File: src/rtl/core/e2q_pkg.sv
// shared types, constants and the cordic angle table for the euler to quaternion block
`timescale 1ns / 1ps

package e2q_pkg;

    localparam int ANGLE_WIDTH_DEF       = 16;
    localparam int CORDIC_ITERATIONS_DEF = 16;
    localparam int TABLE_LEN             = 24;

    localparam int ROT_W   = 34;
    localparam int TRIG_W  = 18;
    localparam int PAIR_W  = 2 * TRIG_W;
    localparam int TRIP_W  = 3 * TRIG_W;
    localparam int QUAT_W  = 16;

    localparam logic [47:0] K_RADIANS = 48'd5468522205;
    localparam logic [47:0] K_DEGREES = 48'd6108397932;
    localparam logic signed [ROT_W-1:0] CORDIC_GAIN = ROT_W'(652032874);

    typedef struct packed {
        logic signed [ROT_W-1:0] x;
        logic signed [ROT_W-1:0] y;
        logic signed [ROT_W-1:0] z;
        logic [1:0]              q;
    } e2q_rot_t;

    typedef e2q_rot_t [2:0] e2q_lanes_t;

    typedef struct packed {
        logic signed [QUAT_W-1:0] w;
        logic signed [QUAT_W-1:0] z;
        logic signed [QUAT_W-1:0] y;
        logic signed [QUAT_W-1:0] x;
    } e2q_quat_t;

    // rotation angle of each step in units of 2^-32 turn
    function automatic logic [29:0] atan_turn(input int idx);
        logic [29:0] v;
        case (idx)
            0:       v = 30'd536870912;
            1:       v = 30'd316933406;
            2:       v = 30'd167458907;
            3:       v = 30'd85004756;
            4:       v = 30'd42667331;
            5:       v = 30'd21354465;
            6:       v = 30'd10679838;
            7:       v = 30'd5340245;
            8:       v = 30'd2670163;
            9:       v = 30'd1335087;
            10:      v = 30'd667544;
            11:      v = 30'd333772;
            12:      v = 30'd166886;
            13:      v = 30'd83443;
            14:      v = 30'd41722;
            15:      v = 30'd20861;
            16:      v = 30'd10430;
            17:      v = 30'd5215;
            18:      v = 30'd2608;
            19:      v = 30'd1304;
            20:      v = 30'd652;
            21:      v = 30'd326;
            22:      v = 30'd163;
            23:      v = 30'd81;
            default: v = 30'd0;
        endcase
        return v;
    endfunction

endpackage

File: src/rtl/core/e2q_front.sv
// half-angle phase multiply and quadrant reduction, two registered stages
`timescale 1ns / 1ps

module e2q_front #(
    parameter int ANGLE_WIDTH = e2q_pkg::ANGLE_WIDTH_DEF
) (
    input  logic                              clk,
    input  logic                              rst_n,
    input  logic                              degrees,
    input  logic                              in_valid,
    output logic                              in_ready,
    input  logic [2:0][ANGLE_WIDTH-1:0]       angles,
    output logic                              out_valid,
    input  logic                              out_ready,
    output e2q_pkg::e2q_lanes_t               out_lanes
);

    logic        ph_valid_reg;
    logic [31:0] ph_reg [3];
    logic        rd_valid_reg;
    e2q_pkg::e2q_lanes_t rd_reg;
    logic        ph_ready;
    logic        rd_ready;

    assign rd_ready = !rd_valid_reg || out_ready;
    assign ph_ready = !ph_valid_reg || rd_ready;
    assign in_ready = ph_ready;

    always_ff @(posedge clk or negedge rst_n)
    begin
        if (!rst_n)
        begin
            ph_valid_reg <= 1'b0;
            rd_valid_reg <= 1'b0;
        end
        else
        begin
            if (ph_ready)
                ph_valid_reg <= in_valid;
            if (rd_ready)
                rd_valid_reg <= ph_valid_reg;
        end
    end

    logic [47:0] k_sel;
    assign k_sel = degrees ? e2q_pkg::K_DEGREES : e2q_pkg::K_RADIANS;

    for (genvar a = 0; a < 3; a++)
    begin : g_axis
        logic [47:0] ext;
        logic [47:0] prod;
        logic [31:0] qsum;
        logic [1:0]  quad;
        logic [31:0] resid;

        assign ext   = {{(48-ANGLE_WIDTH){angles[a][ANGLE_WIDTH-1]}}, angles[a]};
        // only the low 48 bits of the product reach the phase
        assign prod  = ext * k_sel + 48'h8000;
        assign qsum  = ph_reg[a] + 32'h2000_0000;
        assign quad  = qsum[31:30];
        assign resid = ph_reg[a] - {quad, 30'd0};

        always_ff @(posedge clk)
        begin
            if (ph_ready && in_valid)
                ph_reg[a] <= prod[47:16];
            if (rd_ready && ph_valid_reg)
            begin
                rd_reg[a].x <= e2q_pkg::CORDIC_GAIN;
                rd_reg[a].y <= '0;
                rd_reg[a].z <= {{(e2q_pkg::ROT_W-32){resid[31]}}, resid};
                rd_reg[a].q <= quad;
            end
        end
    end

    assign out_valid = rd_valid_reg;
    assign out_lanes = rd_reg;

endmodule

File: config.mk
export PLATFORM = sky130hd
export DESIGN_NAME = e2q_front
export DESIGN_NICKNAME = d
export VERILOG_FILES = /design/src/rtl/core/e2q_pkg.sv /design/src/rtl/core/e2q_front.sv
export SDC_FILE = /design/constraint.sdc
export NUM_CORES = 2
export LEC_CHECK = 0
export BUFFER_PORTS_ARGS = -buffer_cell sky130_fd_sc_hd__buf_2
export CAP_MARGIN = 20
export CORE_MARGIN = 4
export CORE_UTILIZATION = 50
export CTS_CLUSTER_DIAMETER = 60
export CTS_CLUSTER_SIZE = 10
export DETAILED_ROUTE_END_ITERATION = 16
export GPL_ROUTABILITY_DRIVEN = 1
export HOLD_SLACK_MARGIN = 0.08
export PLACE_DENSITY_LB_ADDON = 0.12
export REMOVE_ABC_BUFFERS = 1
export SYNTH_ARGS = -nofsm -noshare
export SYNTH_HDL_FRONTEND = slang
export SYNTH_SLANG_ARGS = --single-unit
File: constraint.sdc
create_clock -name clk -period 8.86 [get_ports clk]
set_input_delay 0.443 -clock clk [delete_from_list [all_inputs] [get_ports clk]]
set_output_delay 0.443 -clock clk [all_outputs]
set_load 0.005 [all_outputs]
# Yosys cells after proc, flatten, opt, wreduce, memory -nomap -nowiden
# Memory sizes are Yosys's and may differ from the RTL's.
# Cells that the tools add are included.
# op_classes
multipliers	3
n_addsub	9
reduce_logical	6
muxes	3
# op_table
op	count
48-bit by 16-bit adder with 48-bit output, second input constant	3
16-bit by 34-bit multiplier with 48-bit output	3
32-bit by 30-bit adder with 32-bit output, second input constant	3
32-bit subtractor	3
30-bit two-way mux	1
1-bit logical AND	2
1-bit logical NOT	2
1-bit logical OR	2
1-bit two-way mux	2
# word_totals
memories	1
inputBits	53
output_inout_bits	314
word_cells	30
ram_bits	96
ff_bits	104
# memory_table
memory	depth	width	rd	rd_ports_with_merged_regs	wr	line	text
ph_reg	3	32	3	0	3	e2q_front.sv:19	logic [31:0] ph_reg [3];

# Logic depth before layout (Yosys ltp)
# logic_depth
ltp_word	6
mapped_depth	29
depth_no_buf	25

# Least setup slack after synthesis
# OpenSTA, ideal clock, no wires.
# synth_timing
path_kind	input to register
start	in degrees
end	mem ph_reg[0][30], data pin
cell_stages	25
arrival_time_ps	6678
setup_time_ps	260
setup_slack_ps	1922
path_cell_list	buf_6 > clkbuf_1 > clkbuf_1 > clkbuf_1 > nor2_1 > fa_1 > inv_1 > fa_1 > inv_1 > fa_1 > fa_1 > fa_1 > inv_1 > fa_1 > inv_1 > ha_1 > and3_1 > a31oi_1 > o21ai_0 > or2_2 > o21ai_4 > o41ai_4 > a221oi_2 > o21bai_2 > xor2_1
# synth_rtl
element	line	text
from (decl)	e2q_front.sv:9	input logic degrees,
to (decl)	e2q_front.sv:19	

==> impl_metrics.env <==
export IMPL_place_hpwl_um=89200
export IMPL_drv_cap=0
export IMPL_cts_buffer_depth=2
export IMPL_worst_pin_slew_ps=868
export IMPL_finalCritPeriodShare_pct=82.4
export IMPL_ctsResizeCount=0
export IMPL_skew_ps=22.7
export IMPL_largest_register_ffs=102
export IMPL_worstPathArrival_ps=7570
export IMPL_cts_tree="built"
export IMPL_area_growth_pct=4.64
export IMPL_grt_max_degree=55
export IMPL_async_flop_share_pct=1.00
export IMPL_finalHoldViolCount=0
export IMPL_clock_latency_ps=520
export IMPL_drc_errors=0
export IMPL_start_util_pct=50.5
export IMPL_drive_above_1_share_pct=5.72
export IMPL_drtIter0Drc=1366
export IMPL_grt_overflow_total=0
export IMPL_end_kind="register"
export IMPL_start_kind="input pin"
export IMPL_routabilityCongestion=0.912
export IMPL_antenna_found_initial=5
export IMPL_cts_sinks=200
export IMPL_fmax_mhz=137
export IMPL_grt_pass1_wl_um=161000
export IMPL_numCtsBuffers=17
export IMPL_io_buffers=162
export IMPL_rsz0062_at_grt="no"
export IMPL_htreeDepth=4
export IMPL_period_minus_slack_ps=7300
export IMPL_routed_wl_um=101000
export IMPL_clk_pin_slew_ps=100
export IMPL_via_count=25600
export IMPL_syn_area_per_cell_um2=10.5
export IMPL_setup_tns_ps=0
export IMPL_drv_slew=0
export IMPL_final_nets=5709
export IMPL_dieArea_um2=89400
export IMPL_slew_headroom_pct=42.1
export IMPL_cts_setup_buffers=0
export IMPL_ys_ff_latch=200
export IMPL_path_class="input pin to register"
export IMPL_synth_cell_types=71
export IMPL_cp_required_ps=9130
export IMPL_pin_count=367
export IMPL_die_h_um=299
export IMPL_root_buffer="clkbuf_16"
export IMPL_ant_nets=0
export IMPL_cp_max_fo=45
export IMPL_die_w_um=299
export IMPL_synth_area_um2=42300
export IMPL_hold_path_class="input pin to register"
export IMPL_finalSetupViolations=0
export IMPL_ys_seq_area_share_pct=14.2
export IMPL_num_rows=106
export IMPL_cts_hold_buffers=1
export IMPL_dr_pass1_iters=5
export IMPL_grt_pass1_vias=27900
export IMPL_viasPerCell=4.81
export IMPL_synth_warnings=0
export IMPL_groute_usage_overall_pct=23.6
export IMPL_core_area_um2=83800
export IMPL_synthCells=4025
export IMPL_synth_ff_type="edfxtp_1"
export IMPL_wl_per_cell_um=19.0
export IMPL_synth_edff_count=198
export IMPL_status="completed"
## placed cells by master (no fill, tap or decap), drive strengths merged, types with 14 or more instances in the layout
master     n
inv     1295
fa       813
ha       678
conb     216
edfxtp   198
buf      174
nand2    101
xnor2     93
a21oi     81
nand2b    67
nor2      66
o21ai     51
a21o      47
xor2      37
and2      37
clkbuf    17
nor3      16
nor2b     14
and3      14
## Yosys cell counts, drive strengths merged (4+ instances only)
cell type	number	area [um2]
nor3	16	80.1
nand4	13	81.3
a21o	47	353
and4	4	35.0
a21oi	81	405
xor2	37	324
or3	6	37.5
ha	678	8480
nand2	101	379
nor2	66	248
xnor2	93	815
inv	1285	4820
a211oi	13	103
or2	13	81.3
o21a	6	45.0
edfxtp	198	5950
and3	14	87.6
a211o	4	35.0
and2	37	231
nand2b	67	442
clkbuf	57	214
fa	813	16300
o21bai	9	71.3
nand3	12	60.1
nor2b	14	87.6
o21ai	51	267
o211ai	11	87.6
o31ai	8	73.8
a31oi	11	68.8
buf	211	1590
## cell type report
class	instances	area [um2]
antenna	1	2.50
clock buffer	17	425
inverter	1285	4820
multi-input combinational	2486	30500
tap	1134	1420
fill	7769	39500
timing repair buffer	175	926
clock inverter	15	184
sequential	200	6000
## final timing paths
| kind | startpoint | cells after the start | end | slack [ps] |
|---|---|---|---|---|
| worst max-delay path | degrees | 24 | ph_reg[0][19] | 1560 |
| worst min-delay path | in_valid | 2 | ph_valid_reg | 140 |
| worst max register to register | out_valid | 3 | ph_reg[0][20] | 6510 |
| worst min register to register | ph_reg[0][92] | 0 | out_lanes[238] | 420 |
| max in group asynchronous | rst_n | 2 | ph_valid_reg | 8520 |
| min in group asynchronous | rst_n | 2 | out_valid | 250 |
## critical path, stage by stage
cell and delay (ps):
buf_4 430, buf_4 380, nand2b_1 370, inv_1 170, ha_1 410, fa_1 520, inv_1 50, fa_1 490
inv_1 50, fa_1 520, inv_1 50, fa_1 460, fa_1 500, inv_1 50, ha_1 330, and3_1 220
a31oi_1 200, o221ai_1 240, or3_1 460, o21ai_0 410, o21bai_1 200, a21oi_1 290, o21a_1 180, xnor2_1 60
## kinds of logic (layout without fill, tap and decap cells)
| group | count (synthesis) | in the layout | share of synthesized area (%) |
|---|---|---|---|
| AO/OA/AOI/OAI | 274 | 274 | 4.42 |
| XOR/XNOR | 130 | 130 | 2.69 |
| adder cells (fa/ha/maj) | 1491 | 1491 | 58.5 |
| buffers and inverters | 1553 | 1492 | 15.6 |
| flip-flops | 200 | 200 | 14.2 |
| multiplexers | 2 | 2 | 0.0532 |
| other | 2 | 217 | 0.0177 |
| AND/OR/NAND/NOR | 373 | 373 | 4.55 |
## stage by stage
stage               hold WS [ps]  setup WS [ps]  cells  instance area (um2)  utilization [%]
CTS                         98.1           1640   5312                44300             52.9
finish                       144           1560   5313                44300             52.9
detailed placement           232           1060   5279                43700             52.1
global placement             230           1060   5279                43700             52.1
global route                 139           1150   5312                44300             52.9
floorplan                    147           2570   3971                41300                -
## routing by layer
layer | vias to the layer above | GRT usage [%] | wire, um
li1 | 12000 | - | -
met1 | 12900 | 34.4 | 46900
met2 | 571 | 37.8 | 46900
met3 | 89 | 3.61 | 5440
met4 | 4 | 5.14 | 1870
met5 | - | 0 | 26
Power is left out: the tool's default activity adds up to more than one toggle a clock period on the data nets, which glitch-free logic cannot reach.
