===== src/rtl/core/e2q_pkg.sv =====
// shared types, constants and the cordic angle table for the euler to quaternion block
`timescale 1ns / 1ps

package e2q_pkg;

    localparam int ANGLE_WIDTH_DEF       = 16;
    localparam int CORDIC_ITERATIONS_DEF = 16;
    localparam int TABLE_LEN             = 24;

    localparam int ROT_W   = 34;
    localparam int TRIG_W  = 18;
    localparam int PAIR_W  = 2 * TRIG_W;
    localparam int TRIP_W  = 3 * TRIG_W;
    localparam int QUAT_W  = 16;

    localparam logic [47:0] K_RADIANS = 48'd5468522205;
    localparam logic [47:0] K_DEGREES = 48'd6108397932;
    localparam logic signed [ROT_W-1:0] CORDIC_GAIN = ROT_W'(652032874);

    typedef struct packed {
        logic signed [ROT_W-1:0] x;
        logic signed [ROT_W-1:0] y;
        logic signed [ROT_W-1:0] z;
        logic [1:0]              q;
    } e2q_rot_t;

    typedef e2q_rot_t [2:0] e2q_lanes_t;

    typedef struct packed {
        logic signed [QUAT_W-1:0] w;
        logic signed [QUAT_W-1:0] z;
        logic signed [QUAT_W-1:0] y;
        logic signed [QUAT_W-1:0] x;
    } e2q_quat_t;

    // rotation angle of each step in units of 2^-32 turn
    function automatic logic [29:0] atan_turn(input int idx);
        logic [29:0] v;
        case (idx)
            0:       v = 30'd536870912;
            1:       v = 30'd316933406;
            2:       v = 30'd167458907;
            3:       v = 30'd85004756;
            4:       v = 30'd42667331;
            5:       v = 30'd21354465;
            6:       v = 30'd10679838;
            7:       v = 30'd5340245;
            8:       v = 30'd2670163;
            9:       v = 30'd1335087;
            10:      v = 30'd667544;
            11:      v = 30'd333772;
            12:      v = 30'd166886;
            13:      v = 30'd83443;
            14:      v = 30'd41722;
            15:      v = 30'd20861;
            16:      v = 30'd10430;
            17:      v = 30'd5215;
            18:      v = 30'd2608;
            19:      v = 30'd1304;
            20:      v = 30'd652;
            21:      v = 30'd326;
            22:      v = 30'd163;
            23:      v = 30'd81;
            default: v = 30'd0;
        endcase
        return v;
    endfunction

endpackage


===== src/rtl/core/e2q_cordic_cell.sv =====
// one registered cordic rotation step for all three axes
`timescale 1ns / 1ps

module e2q_cordic_cell #(
    parameter int SHIFT = 0
) (
    input  logic                clk,
    input  logic                rst_n,
    input  logic                in_valid,
    output logic                in_ready,
    input  e2q_pkg::e2q_lanes_t in_lanes,
    output logic                out_valid,
    input  logic                out_ready,
    output e2q_pkg::e2q_lanes_t out_lanes
);

    localparam logic signed [e2q_pkg::ROT_W-1:0] ATAN =
        {{(e2q_pkg::ROT_W-30){1'b0}}, e2q_pkg::atan_turn(SHIFT)};

    logic                valid_reg;
    e2q_pkg::e2q_lanes_t lanes_reg;
    e2q_pkg::e2q_lanes_t lanes_next;

    assign in_ready = !valid_reg || out_ready;

    always_comb
    begin
        for (int a = 0; a < 3; a++)
        begin
            lanes_next[a].q = in_lanes[a].q;
            if (!in_lanes[a].z[e2q_pkg::ROT_W-1])
            begin
                lanes_next[a].x = in_lanes[a].x - (in_lanes[a].y >>> SHIFT);
                lanes_next[a].y = in_lanes[a].y + (in_lanes[a].x >>> SHIFT);
                lanes_next[a].z = in_lanes[a].z - ATAN;
            end
            else
            begin
                lanes_next[a].x = in_lanes[a].x + (in_lanes[a].y >>> SHIFT);
                lanes_next[a].y = in_lanes[a].y - (in_lanes[a].x >>> SHIFT);
                lanes_next[a].z = in_lanes[a].z + ATAN;
            end
        end
    end

    always_ff @(posedge clk or negedge rst_n)
    begin
        if (!rst_n)
            valid_reg <= 1'b0;
        else if (in_ready)
            valid_reg <= in_valid;
    end

    always_ff @(posedge clk)
    begin
        if (in_ready && in_valid)
            lanes_reg <= lanes_next;
    end

    assign out_valid = valid_reg;
    assign out_lanes = lanes_reg;

endmodule


===== config.mk =====
export PLATFORM = sky130hd
export DESIGN_NAME = e2q_cordic_cell
export DESIGN_NICKNAME = d
export VERILOG_FILES = /design/src/rtl/core/e2q_pkg.sv /design/src/rtl/core/e2q_cordic_cell.sv
export SDC_FILE = /design/constraint.sdc
export NUM_CORES = 1
export LEC_CHECK = 0
export BUFFER_PORTS_ARGS = -buffer_cell sky130_fd_sc_hd__buf_4
export CORE_AREA = 2 2 242 244
export DETAILED_ROUTE_END_ITERATION = 8
export DIE_AREA = 0 0 244 246
export GPL_ROUTABILITY_DRIVEN = 0
export PLACE_DENSITY = 0.68
export REMOVE_ABC_BUFFERS = 1
export SLEW_MARGIN = 40
export SYNTH_ARGS = -nofsm -noshare
export SYNTH_HDL_FRONTEND = slang
export SYNTH_SLANG_ARGS = --single-unit
export TNS_END_PERCENT = 20

===== constraint.sdc =====
create_clock -name clk -period 11.01 [get_ports clk]
set_input_delay 1.101 -clock clk [delete_from_list [all_inputs] [get_ports clk]]
set_output_delay 1.101 -clock clk [all_outputs]
set_load 0.01 [all_outputs]

Word-level counts from Yosys, hierarchy flattened
Index checks and enable logic that the tools add are counted.
- bits in registers: 313
- bits in latches: 0
- memory bits (writable): 0
- ROM bits: 0
- input bits: 316
- output and inout bits: 314
- logic and storage cells: 34
- memories: 0
- add/sub/neg operators: 15
- multipliers: 0
- divide/modulo/power cells: 0
- order comparisons: 0
- eq/ne operators: 0
- shifts and indexed selects: 0
- multiplexer cells: 3
- bitwise operators: 0
- reduce and logical (&&, ||, !) cells: 3
- operator list (kind ; count):
    $mux W102 ; 3
    $sub A34 B34 Y34 ; 6
    $add A34 B31 Y34 const B ; 3
    $add A34 B34 Y34 ; 3
    $sub A34 B31 Y34 const B ; 3
    $logic_and A1 B1 Y1 ; 1
    $logic_not A1 Y1 ; 1
    $logic_or A1 B1 Y1 ; 1

Logic depth before layout (Yosys ltp)
Gate-level depths: netlist of run 1.
- depth after elaboration: 3
- mapped depth: 14
- mapped depth without buffers: 13

Worst setup path after synthesis of run 1
No wires, ideal clock.
- path kind: input to register
- start: input port out_ready
- end: register lanes_reg (netlist bit out_lanes[0]), enable pin
- arrival: 8333 ps
- required time: 10299 ps
- slack: 1966 ps
- stages: 2
- buffers on the path: 0
- path through: nand2b_1 -> and2_1
- longest elaborated chain between the ends: 2
- ends and longest elaborated chain (item ; RTL line ; source):
    start: declaration ; e2q_cordic_cell.sv:13 ; input logic out_ready,
    $logic_or A1 B1 Y1 ; e2q_cordic_cell.sv:24 ; assign in_ready = !valid_reg || out_ready;
    $logic_and A1 B1 Y1 ; e2q_cordic_cell.sv:56 ; if (in_ready && in_valid)
    end signal: assignment ; e2q_cordic_cell.sv:57 ; lanes_reg <= lanes_next;
    end: declaration ; e2q_cordic_cell.sv:21 ; e2q_pkg::e2q_lanes_t lanes_reg;
Every way passes these cells.
A chain may end at the register's enable or synchronous reset.

==> Flow_metrics.wiki, run 1 <==
{| class="wikitable"
! Metric !! Value
|-
| Run status || complete, no violations
|-
| DR vias/cell || 5.92
|-
| Clk_skew || approximately 36 ps
|-
| DP Wirelength || 75900 µm
|-
| Leak pwr || 14.6 nW
|-
| CP Data Required Time || 11320 ps
|-
| Total iterations of the first detailed-routing run || 6
|-
| Count of buffers inserted at the top-level ports || 629
|-
| Cell Rows || 88
|-
| Netlist area before placement || between 20000 and 30000 µm²
|-
| Worst-case hold slack || 312 ps
|-
| Achievable frequency || 0.218 GHz
|-
| Grt total ovfl || 0
|-
| Largest net degree at the start of global routing || 107
|-
| All-layer global routing usage || 0.299
|-
| Synth-to-Final Area Change || 24.6%
|-
| Endpoint of the most critical setup path || out_lanes[66]
|-
| Pins over their slew limit || 0
|-
| Final design utilization || 0.578
|-
| Total number of nets in the final design || 4140
|-
| Number of clock sinks seen by CTS || 310
|-
| Unique cell type count in the Yosys netlist || 84
|-
| Transition time at the pin with the least slew margin || 816 ps
|-
| Die Span X || 244 µm
|-
| Clock buffer count from CTS || 38
|-
| Number of violations of the max-capacitance limit || 0
|-
| Gate count of the mapped netlist || 2965
|-
| Overall power of the completed layout || 4.27 mW
|-
| Placeable core area || 57400 µm²
|-
| Number of enable flip-flop cells after synthesis || 309
|-
| Total of endpoints with negative setup slack in the final report || 0
|-
| Clock tree root driver cell || sky130_fd_sc_hd__clkbuf_16
|-
| Cts repair resizes || 0
|-
| Fraction of synthesis flops using an asynchronous set or reset pin || 0.00323
|-
| Fraction of the yosys area taken by sequential cells || 0.350
|-
| Maximum VDD drop || 0.000110 V
|-
| Number of antenna violations at the first check in global routing || 6
|-
| Kind of start point of the critical path || input port
|-
| Most common flop cell mapped by yosys || sky130_fd_sc_hd__edfxtp_1
|-
| Category of the most critical setup path || input port to flop
|-
| Maximum root-to-sink buffer count || 3
|-
| Post-CTS Setup Repair Bufs || 0
|-
| Register-to-register setup slack || 8370 ps
|-
| Number of global-route vias before repair || 24800
|-
| DRC viols || 0
|-
| Count of endpoints failing hold in the final timing report || 0
|-
| Placed Area || 31800 µm²
|-
| Hold_buf cts || 0
|-
| Reg-to-Reg Start || out_valid
|-
| Clock input transition at the sequential cells of the worst setup and hold paths || approximately 60 ps
|-
| Total number of vias || 25400
|-
| Critical Path Source || in_lanes[51]
|-
| CTS tree || yes
|-
| Wire length of the first global-routing pass || approximately 140000 µm
|-
| Layout cells sized above 1 || 0.207
|-
| Slew HR || 0.449
|-
| Iteration-0 DRC Markers || approximately 2500
|-
| WP data arrival || 4890 ps
|-
| Die area || ~60000 µm²
|-
| Final Instance Area || 33100 µm²
|-
| Average cell area after synthesis || about 9 µm²
|-
| Wirelength per Cell || 22.0 µm
|-
| Sum of negative setup slack || 0 ps
|-
| Synth warn || 0
|-
| Io pins || 630
|-
| Post-route minimum period || 4590 ps
|-
| Worst-path fanout max || 16
|-
| Overall die height || ~250 µm
|-
| Reg2Reg Depth || 5
|-
| Htree depth || 2
|-
| RR Endpoint || out_lanes[76]
|-
| Post-route antenna net violation count || 0
|-
| Sum of routed wire length over all layers || 94500 µm
|-
| Part of the cycle the worst path needs || 0.417
|-
| Worst-Skew Late Latency || 590 ps
|-
| Pwr dens || ~130 nW/µm²
|-
| RSZ-0062 raised after global routing || false
|-
| Type of destination of the critical path || flop
|-
| Initial Utilization || 0.463
|-
| Worst min-delay path category || input port to async pin
|-
| Seq cells post-synth || between 300 and 400
|}
-- registers in the layout, indices dropped and copies added, names as in the netlist --
signal	cells
out_lanes	309
out_valid	1
-- synthesized netlist by cell type, types with 9 or more instances --
library cell	count	share of area
sky130_fd_sc_hd__a221oi_1	14	0.0046
sky130_fd_sc_hd__buf_1	26	0.0037
sky130_fd_sc_hd__o21a_1	26	0.0073
sky130_fd_sc_hd__and3_1	12	0.0028
sky130_fd_sc_hd__o31ai_1	28	0.0079
sky130_fd_sc_hd__a21o_1	59	0.017
sky130_fd_sc_hd__a21boi_0	9	0.0025
sky130_fd_sc_hd__and2_1	10	0.0024
sky130_fd_sc_hd__a31oi_1	18	0.0042
sky130_fd_sc_hd__xor2_1	35	0.012
sky130_fd_sc_hd__a2111oi_0	12	0.0040
sky130_fd_sc_hd__buf_2	14	0.0026
sky130_fd_sc_hd__edfxtp_1	309	0.35
sky130_fd_sc_hd__clkbuf_1	93	0.013
sky130_fd_sc_hd__ha_1	306	0.14
sky130_fd_sc_hd__or3_1	25	0.0059
sky130_fd_sc_hd__o21bai_1	60	0.017
sky130_fd_sc_hd__nor2_1	243	0.034
sky130_fd_sc_hd__or2_2	9	0.0021
sky130_fd_sc_hd__a21oi_1	365	0.069
sky130_fd_sc_hd__fa_1	12	0.0090
sky130_fd_sc_hd__nor2b_1	31	0.0073
sky130_fd_sc_hd__nand4_1	35	0.0082
sky130_fd_sc_hd__clkinv_1	14	0.0020
sky130_fd_sc_hd__nor4_1	22	0.0052
sky130_fd_sc_hd__inv_1	307	0.043
sky130_fd_sc_hd__nand2b_1	28	0.0066
sky130_fd_sc_hd__nand3_1	36	0.0068
sky130_fd_sc_hd__mux2i_1	49	0.018
sky130_fd_sc_hd__o21ai_0	192	0.036
sky130_fd_sc_hd__a211oi_1	32	0.0090
sky130_fd_sc_hd__nor3_1	62	0.012
sky130_fd_sc_hd__o211ai_1	33	0.0093
sky130_fd_sc_hd__nand2_1	126	0.018
sky130_fd_sc_hd__a211o_1	9	0.0030
sky130_fd_sc_hd__xnor2_1	166	0.055
sky130_fd_sc_hd__o221ai_1	10	0.0033
-- worst max-delay path, stage by stage --
cell and delay (ps):
sky130_fd_sc_hd__buf_4 100, sky130_fd_sc_hd__inv_1 40, sky130_fd_sc_hd__ha_1 520, sky130_fd_sc_hd__nor4_1 490, sky130_fd_sc_hd__nand3_1 170, sky130_fd_sc_hd__a2111oi_0 640, sky130_fd_sc_hd__a2111oi_0 250, sky130_fd_sc_hd__o21bai_1 320
sky130_fd_sc_hd__a21oi_2 140, sky130_fd_sc_hd__o311a_2 480, sky130_fd_sc_hd__o31ai_1 340, sky130_fd_sc_hd__a21oi_1 140, sky130_fd_sc_hd__xnor2_1 150
-- layout make-up --
type,count,area (µm²)
Timing Repair Buffer,639,4850
Tap cell,765,957
Inverter,321,1200
Sequential cell,310,9300
Clock inverter,24,273
Multi-Input combinational cell,2196,15500
Clock buffer,44,995
Antenna cell,3,7.51
Fill cell,4964,24200
-- power breakdown --
part / internal, mW / switching [mW] / leakage, nW
sequential: 1.47 / 0.0431 / 2.95
clock: 0.768 / 0.522 / 0.611
combinational: 0.589 / 0.872 / 11.0
-- worst min-delay path by stage --
stage / from / to / slack (ps) / cells after the start
global route: rst_n / out_valid / 290 / 1
floorplan: out_valid / out_valid / 620 / 2
detailed placement: out_valid / out_valid / 540 / 2
global placement: out_valid / out_valid / 520 / 2
CTS: rst_n / out_valid / 290 / 1
finish: rst_n / out_valid / 310 / 1
-- routing by layer --
metal,routed length [µm],global-route usage,up-vias,part of all wire
met3,7720,0.0609,313,0.082
met5,35,0,-,0.00037
met1,35000,0.342,12000,0.37
li1,-,-,11700,-
met4,5900,0.163,6,0.062
met2,45900,0.525,1466,0.49
-- stage by stage --
step	setup slack (ps)	cells
floorplan	1970	2827
finish	6420	4302
global route	6160	4301
CTS	6580	4299
global placement	6020	4229
detailed placement	6000	4231
-- cells by family (layout without fill, tap and decap cells) --
group / count (synthesis) / after routing / synth area share
adders and majority gates: 318 / 318 / 0.153
AOI/OAI and AO/OA: 961 / 961 / 0.227
xor gates and xnor gates: 201 / 201 / 0.0662
other: 0 / 3 / 0
muxes: 51 / 51 / 0.0193
buffers and inverters: 459 / 1028 / 0.0663
DFF: 310 / 310 / 0.350
and+or+nand+nor: 665 / 665 / 0.119
-- cell usage in the layout (no fill, tap or decap), drive strengths merged, types with 13 or more instances in the layout --
master / count
buf: 639
a21oi: 366
inv: 310
edfxtp: 309
ha: 306
nor2: 243
o21ai: 198
xnor2: 166
nand2: 126
nor3: 62
o21bai: 61
a21o: 59
mux2i: 49
clkbuf: 44
nand3: 36
xor2: 35
nand4: 35
a211oi: 34
o211ai: 33
nor2b: 31
nand2b: 28
o31ai: 28
clkinv: 28
o21a: 26
or3: 25
nor4: 22
a31oi: 18
a221oi: 15
a2111oi: 13
(Power assumes the default switching activity.)
==> run 2, diff against run 1 <==
- ABC_AREA: default -> 1
- CORE_AREA: 2 2 242 244 -> 2 2 244 246
- DIE_AREA: 0 0 244 246 -> 0 0 246 248
- PLACE_DENSITY: 0.68 -> 0.77
- clock period: 11.01 -> 4.39 ns (I/O delays scaled with it)
==> Flow_metrics.wiki, run 2 <==
{| class="wikitable"
! Metric !! Value
|-
| Count of non-filler cells in the finished layout || 6069 (was 4302)
|-
| Violations in the final reports || DRC
|-
| Number of clock sinks seen by CTS || 310 (unchanged)
|-
| Worst min-delay path category || input port to flop (was input port to async pin)
|-
| DP Wirelength || 95700 µm (was 75900 µm)
|-
| Gate count of the mapped netlist || 4722 (was 2965)
|-
| Clock buffer count from CTS || 37 (was 38)
|-
| Final Instance Area || 37800 µm² (was 33100 µm²)
|-
| Post-route minimum period || 2320 ps
|-
| DR vias/cell || 5.66 (was 5.92)
|-
| Wire length of the first global-routing pass || 171000 µm (was 141000 µm)
|-
| Overall power of the completed layout || 10.8 mW (was 4.27 mW)
|-
| Number of violations of the max-capacitance limit || 0 (unchanged)
|-
| Wirelength per Cell || 19.1 µm (was 22.0 µm)
|-
| Io pins || 630 (unchanged)
|-
| Ranking of synthesized cells by instance count || sky130_fd_sc_hd__nand2_1, sky130_fd_sc_hd__inv_1, sky130_fd_sc_hd__nand3_1 (was sky130_fd_sc_hd__a21oi_1, sky130_fd_sc_hd__edfxtp_1, sky130_fd_sc_hd__inv_1)
|-
| Worst-case hold path end point || out_lanes[227]
|-
| Count of endpoints failing hold in the final timing report || 0 (unchanged)
|-
| Pwr dens || 285 nW/µm² (was 129 nW/µm²)
|-
| Cts repair resizes || 0 (unchanged)
|-
| Unique cell type count in the Yosys netlist || 47 (was 84)
|-
| Run status || finished with violations (was complete, no violations)
|-
| Type of destination of the critical path || flop (unchanged)
|-
| CTS tree || yes (unchanged)
|-
| Clock tree root driver cell || sky130_fd_sc_hd__clkbuf_16 (unchanged)
|-
| Critical Path Source || in_lanes[49] (was in_lanes[51])
|-
| Final design utilization || 0.647 (was 0.578)
|-
| Worst-case hold slack || 45.3 ps (was 312 ps)
|-
| Die area || 61000 µm² (was 60000 µm²)
|-
| Area leader, netlist || sky130_fd_sc_hd__edfxtp_1 (unchanged)
|-
| DRC viols || 2 (was 0)
|-
| Fraction of the yosys area taken by sequential cells || 0.294 (was 0.350)
|-
| Overall die height || 248 µm (was 246 µm)
|-
| Register-to-register setup slack || 2300 ps (was 8370 ps)
|-
| Cell Rows || 89 (was 88)
|-
| Most common cell after layout, fill and taps aside || sky130_fd_sc_hd__nand2_1 (was sky130_fd_sc_hd__buf_4)
|-
| Fraction of synthesis flops using an asynchronous set or reset pin || 0.00323 (unchanged)
|-
| Largest net degree at the start of global routing || 104 (was 107)
|-
| Total number of vias || 34300 (was 25400)
|-
| Clk_skew || 38.0 ps (was 36.4 ps)
|-
| Synth-to-Final Area Change || 19.3% (was 24.6%)
|-
| Netlist area before placement || 31700 µm² (was 26600 µm²)
|-
| Most common flop cell mapped by yosys || sky130_fd_sc_hd__edfxtp_1 (unchanged)
|-
| Htree depth || 2 (unchanged)
|-
| Total iterations of the first detailed-routing run || 9 (was 6)
|-
| Cells on Worst Hold Path || 1
|-
| Biggest area contributors in the synthesized netlist || sky130_fd_sc_hd__edfxtp_1, sky130_fd_sc_hd__nand2_1, sky130_fd_sc_hd__ha_1, sky130_fd_sc_hd__inv_1, sky130_fd_sc_hd__nand3_1 (was sky130_fd_sc_hd__edfxtp_1, sky130_fd_sc_hd__ha_1, sky130_fd_sc_hd__a21oi_1, sky130_fd_sc_hd__xnor2_1, sky130_fd_sc_hd__inv_1)
|-
| RSZ-0062 raised after global routing || false (unchanged)
|-
| Start point of the worst min-delay path || in_lanes[227]
|-
| Transition time at the pin with the least slew margin || 839 ps (was 816 ps)
|-
| Area fraction of the dominant cell type after synthesis || 0.293 (was 0.349)
|-
| Number of enable flip-flop cells after synthesis || 309 (unchanged)
|-
| Post-route antenna net violation count || 0 (unchanged)
|-
| Worst-path fanout max || 10 (was 16)
|-
| Total of endpoints with negative setup slack in the final report || 0 (unchanged)
|-
| Most common cell in the netlist || sky130_fd_sc_hd__nand2_1 (was sky130_fd_sc_hd__a21oi_1)
|-
| Reg-to-Reg Start || out_valid (unchanged)
|-
| Sum of routed wire length over all layers || 116000 µm (was 94500 µm)
|-
| Leak pwr || 19.2 nW (was 14.6 nW)
|-
| Top library cells by usage in the layout, fill and taps aside || sky130_fd_sc_hd__nand2_1, sky130_fd_sc_hd__inv_1, sky130_fd_sc_hd__buf_4 (was sky130_fd_sc_hd__buf_4, sky130_fd_sc_hd__a21oi_1, sky130_fd_sc_hd__edfxtp_1)
|-
| Total number of nets in the final design || 5898 (was 4140)
|-
| Number of global-route vias before repair || 31100 (was 24800)
|-
| Maximum root-to-sink buffer count || 3 (unchanged)
|-
| Number of antenna violations at the first check in global routing || 6 (unchanged)
|-
| Placeable core area || 58500 µm² (was 57400 µm²)
|-
| Seq cells post-synth || 310 (unchanged)
|-
| Average cell area after synthesis || 6.71 µm² (was 8.97 µm²)
|-
| Part of the cycle the worst path needs || 0.528
|-
| CP Data Required Time || 4660 ps (was 11320 ps)
|-
| Die Span X || 246 µm (was 244 µm)
|-
| Grt total ovfl || 0 (unchanged)
|-
| Placed Area || 36700 µm² (was 31800 µm²)
|-
| Slew HR || 0.440 (was 0.449)
|-
| Achievable frequency || about 0.43 GHz
|-
| Worst-Skew Late Latency || 590 ps (about the same)
|-
| Synth warn || 0 (unchanged)
|-
| Iteration-0 DRC Markers || 4049 (was 2483)
|-
| Pins over their slew limit || 0 (unchanged)
|-
| All-layer global routing usage || 0.363 (was 0.299)
|-
| Maximum VDD drop || 0.000275 V (was 0.000110 V)
|-
| Count of buffers inserted at the top-level ports || 629 (unchanged)
|-
| Category of the most critical setup path || input port to flop (unchanged)
|-
| Kind of start point of the critical path || input port (unchanged)
|-
| Reg2Reg Depth || 3 (was 5)
|-
| Initial Utilization || 0.542 (was 0.463)
|-
| Clock input transition at the sequential cells of the worst setup and hold paths || 60 ps (about the same)
|-
| WP data arrival || 2590 ps (was 4890 ps)
|-
| Cell Count Post-Placement || 5997 (was 4231)
|-
| RR Endpoint || out_lanes[256] (was out_lanes[76])
|-
| Flip-flop count of the largest register, all copies and words added || 309 (unchanged)
|-
| Layout cells sized above 1 || 0.148 (was 0.207)
|}
==> run 2: cell count changes after synthesis, moves of 70 or more <==
cell	before	now
sky130_fd_sc_hd__clkbuf_1	93	23
sky130_fd_sc_hd__o21ai_0	192	263
sky130_fd_sc_hd__nand3_1	36	489
sky130_fd_sc_hd__nand2_1	126	1355
sky130_fd_sc_hd__nor2_1	243	393
sky130_fd_sc_hd__xnor2_1	166	2
sky130_fd_sc_hd__inv_1	307	709
==> run 2: area by class of cell <==
cell class | count | area (µm²)
fill | 5316 | 20700
multi-input combinational | 3546 | 18800
sequential | 310 | 9300
timing repair buffer | 640 | 4840
inverter | 729 | 2740
tap | 773 | 967
clock buffer | 47 | 963
clock inverter | 20 | 159
antenna | 4 | 10.0
==> run 2: stage by stage <==
| step | setup TNS, ps | worst slack (ps) |
|---|---|---|
| final | 0 | 2070 |
| after detailed placement | 0 | 1650 |
| after global placement | 0 | 1650 |
| after floorplan | -3701960 | -11980 |
| after CTS | 0 | 2260 |
| after global routing | 0 | 1940 |
==> run 2: critical path: stages <==
cell and delay [ps]:
sky130_fd_sc_hd__buf_4 110, sky130_fd_sc_hd__inv_1 40, sky130_fd_sc_hd__ha_1 480, sky130_fd_sc_hd__inv_1 170
sky130_fd_sc_hd__a21oi_1 290, sky130_fd_sc_hd__o21ai_0 230, sky130_fd_sc_hd__nor2_1 170, sky130_fd_sc_hd__nand2_1 140
sky130_fd_sc_hd__nand2_1 120, sky130_fd_sc_hd__nand3_1 90, sky130_fd_sc_hd__nand3_1 110, sky130_fd_sc_hd__nand2_1 190
==> run 2: worst max-delay path by stage <==
stage          cells past startpoint  slack [ps]        endpoint
3_5_place_dp                      12        1650   out_lanes[58]
2_1_floorplan                      2      -11980    out_lanes[0]
4_1_cts                           12        2260   out_lanes[58]
5_1_grt                           13        1940  out_lanes[297]
3_3_place_gp                      14        1650  out_lanes[311]
6_report                          12        2070   out_lanes[58]
==> run 2: cells by family after synthesis <==
kind of cell | share of synthesized area
and+or+nand+nor | 0.319
buffers and inverters | 0.113
AOI/OAI and AO/OA | 0.124
adders and majority gates | 0.128
DFF | 0.294
xor gates and xnor gates | 0.0218
muxes | 0.000316
==> run 2: what timing repair did <==
| item | 4_1_cts | 5_1_grt |
|---|---|---|
| hold buffers | 1 | 0 |
| hold endpoints to repair | 1 | 0 |
| setup buffers | 0 | 0 |
==> run 2: where the power goes <==
part / total (mW) / internal (mW) / switching (mW)
logic: 4.13 / 1.43 / 2.70
clock network: 2.91 / 1.63 / 1.28
registers: 3.73 / 3.63 / 0.108
==> run 2: routing by layer <==
layer  part of all wire  vias to the layer above  routed length (µm)  global-route usage
met2               0.45                     2046               52500               0.587
met5            0.00028                        -                  32                   0
met3               0.12                      323               13500              0.0766
met4              0.051                        4                5960               0.175
met1               0.38                    15600               44100               0.462
li1                   -                    16400                   -                   -
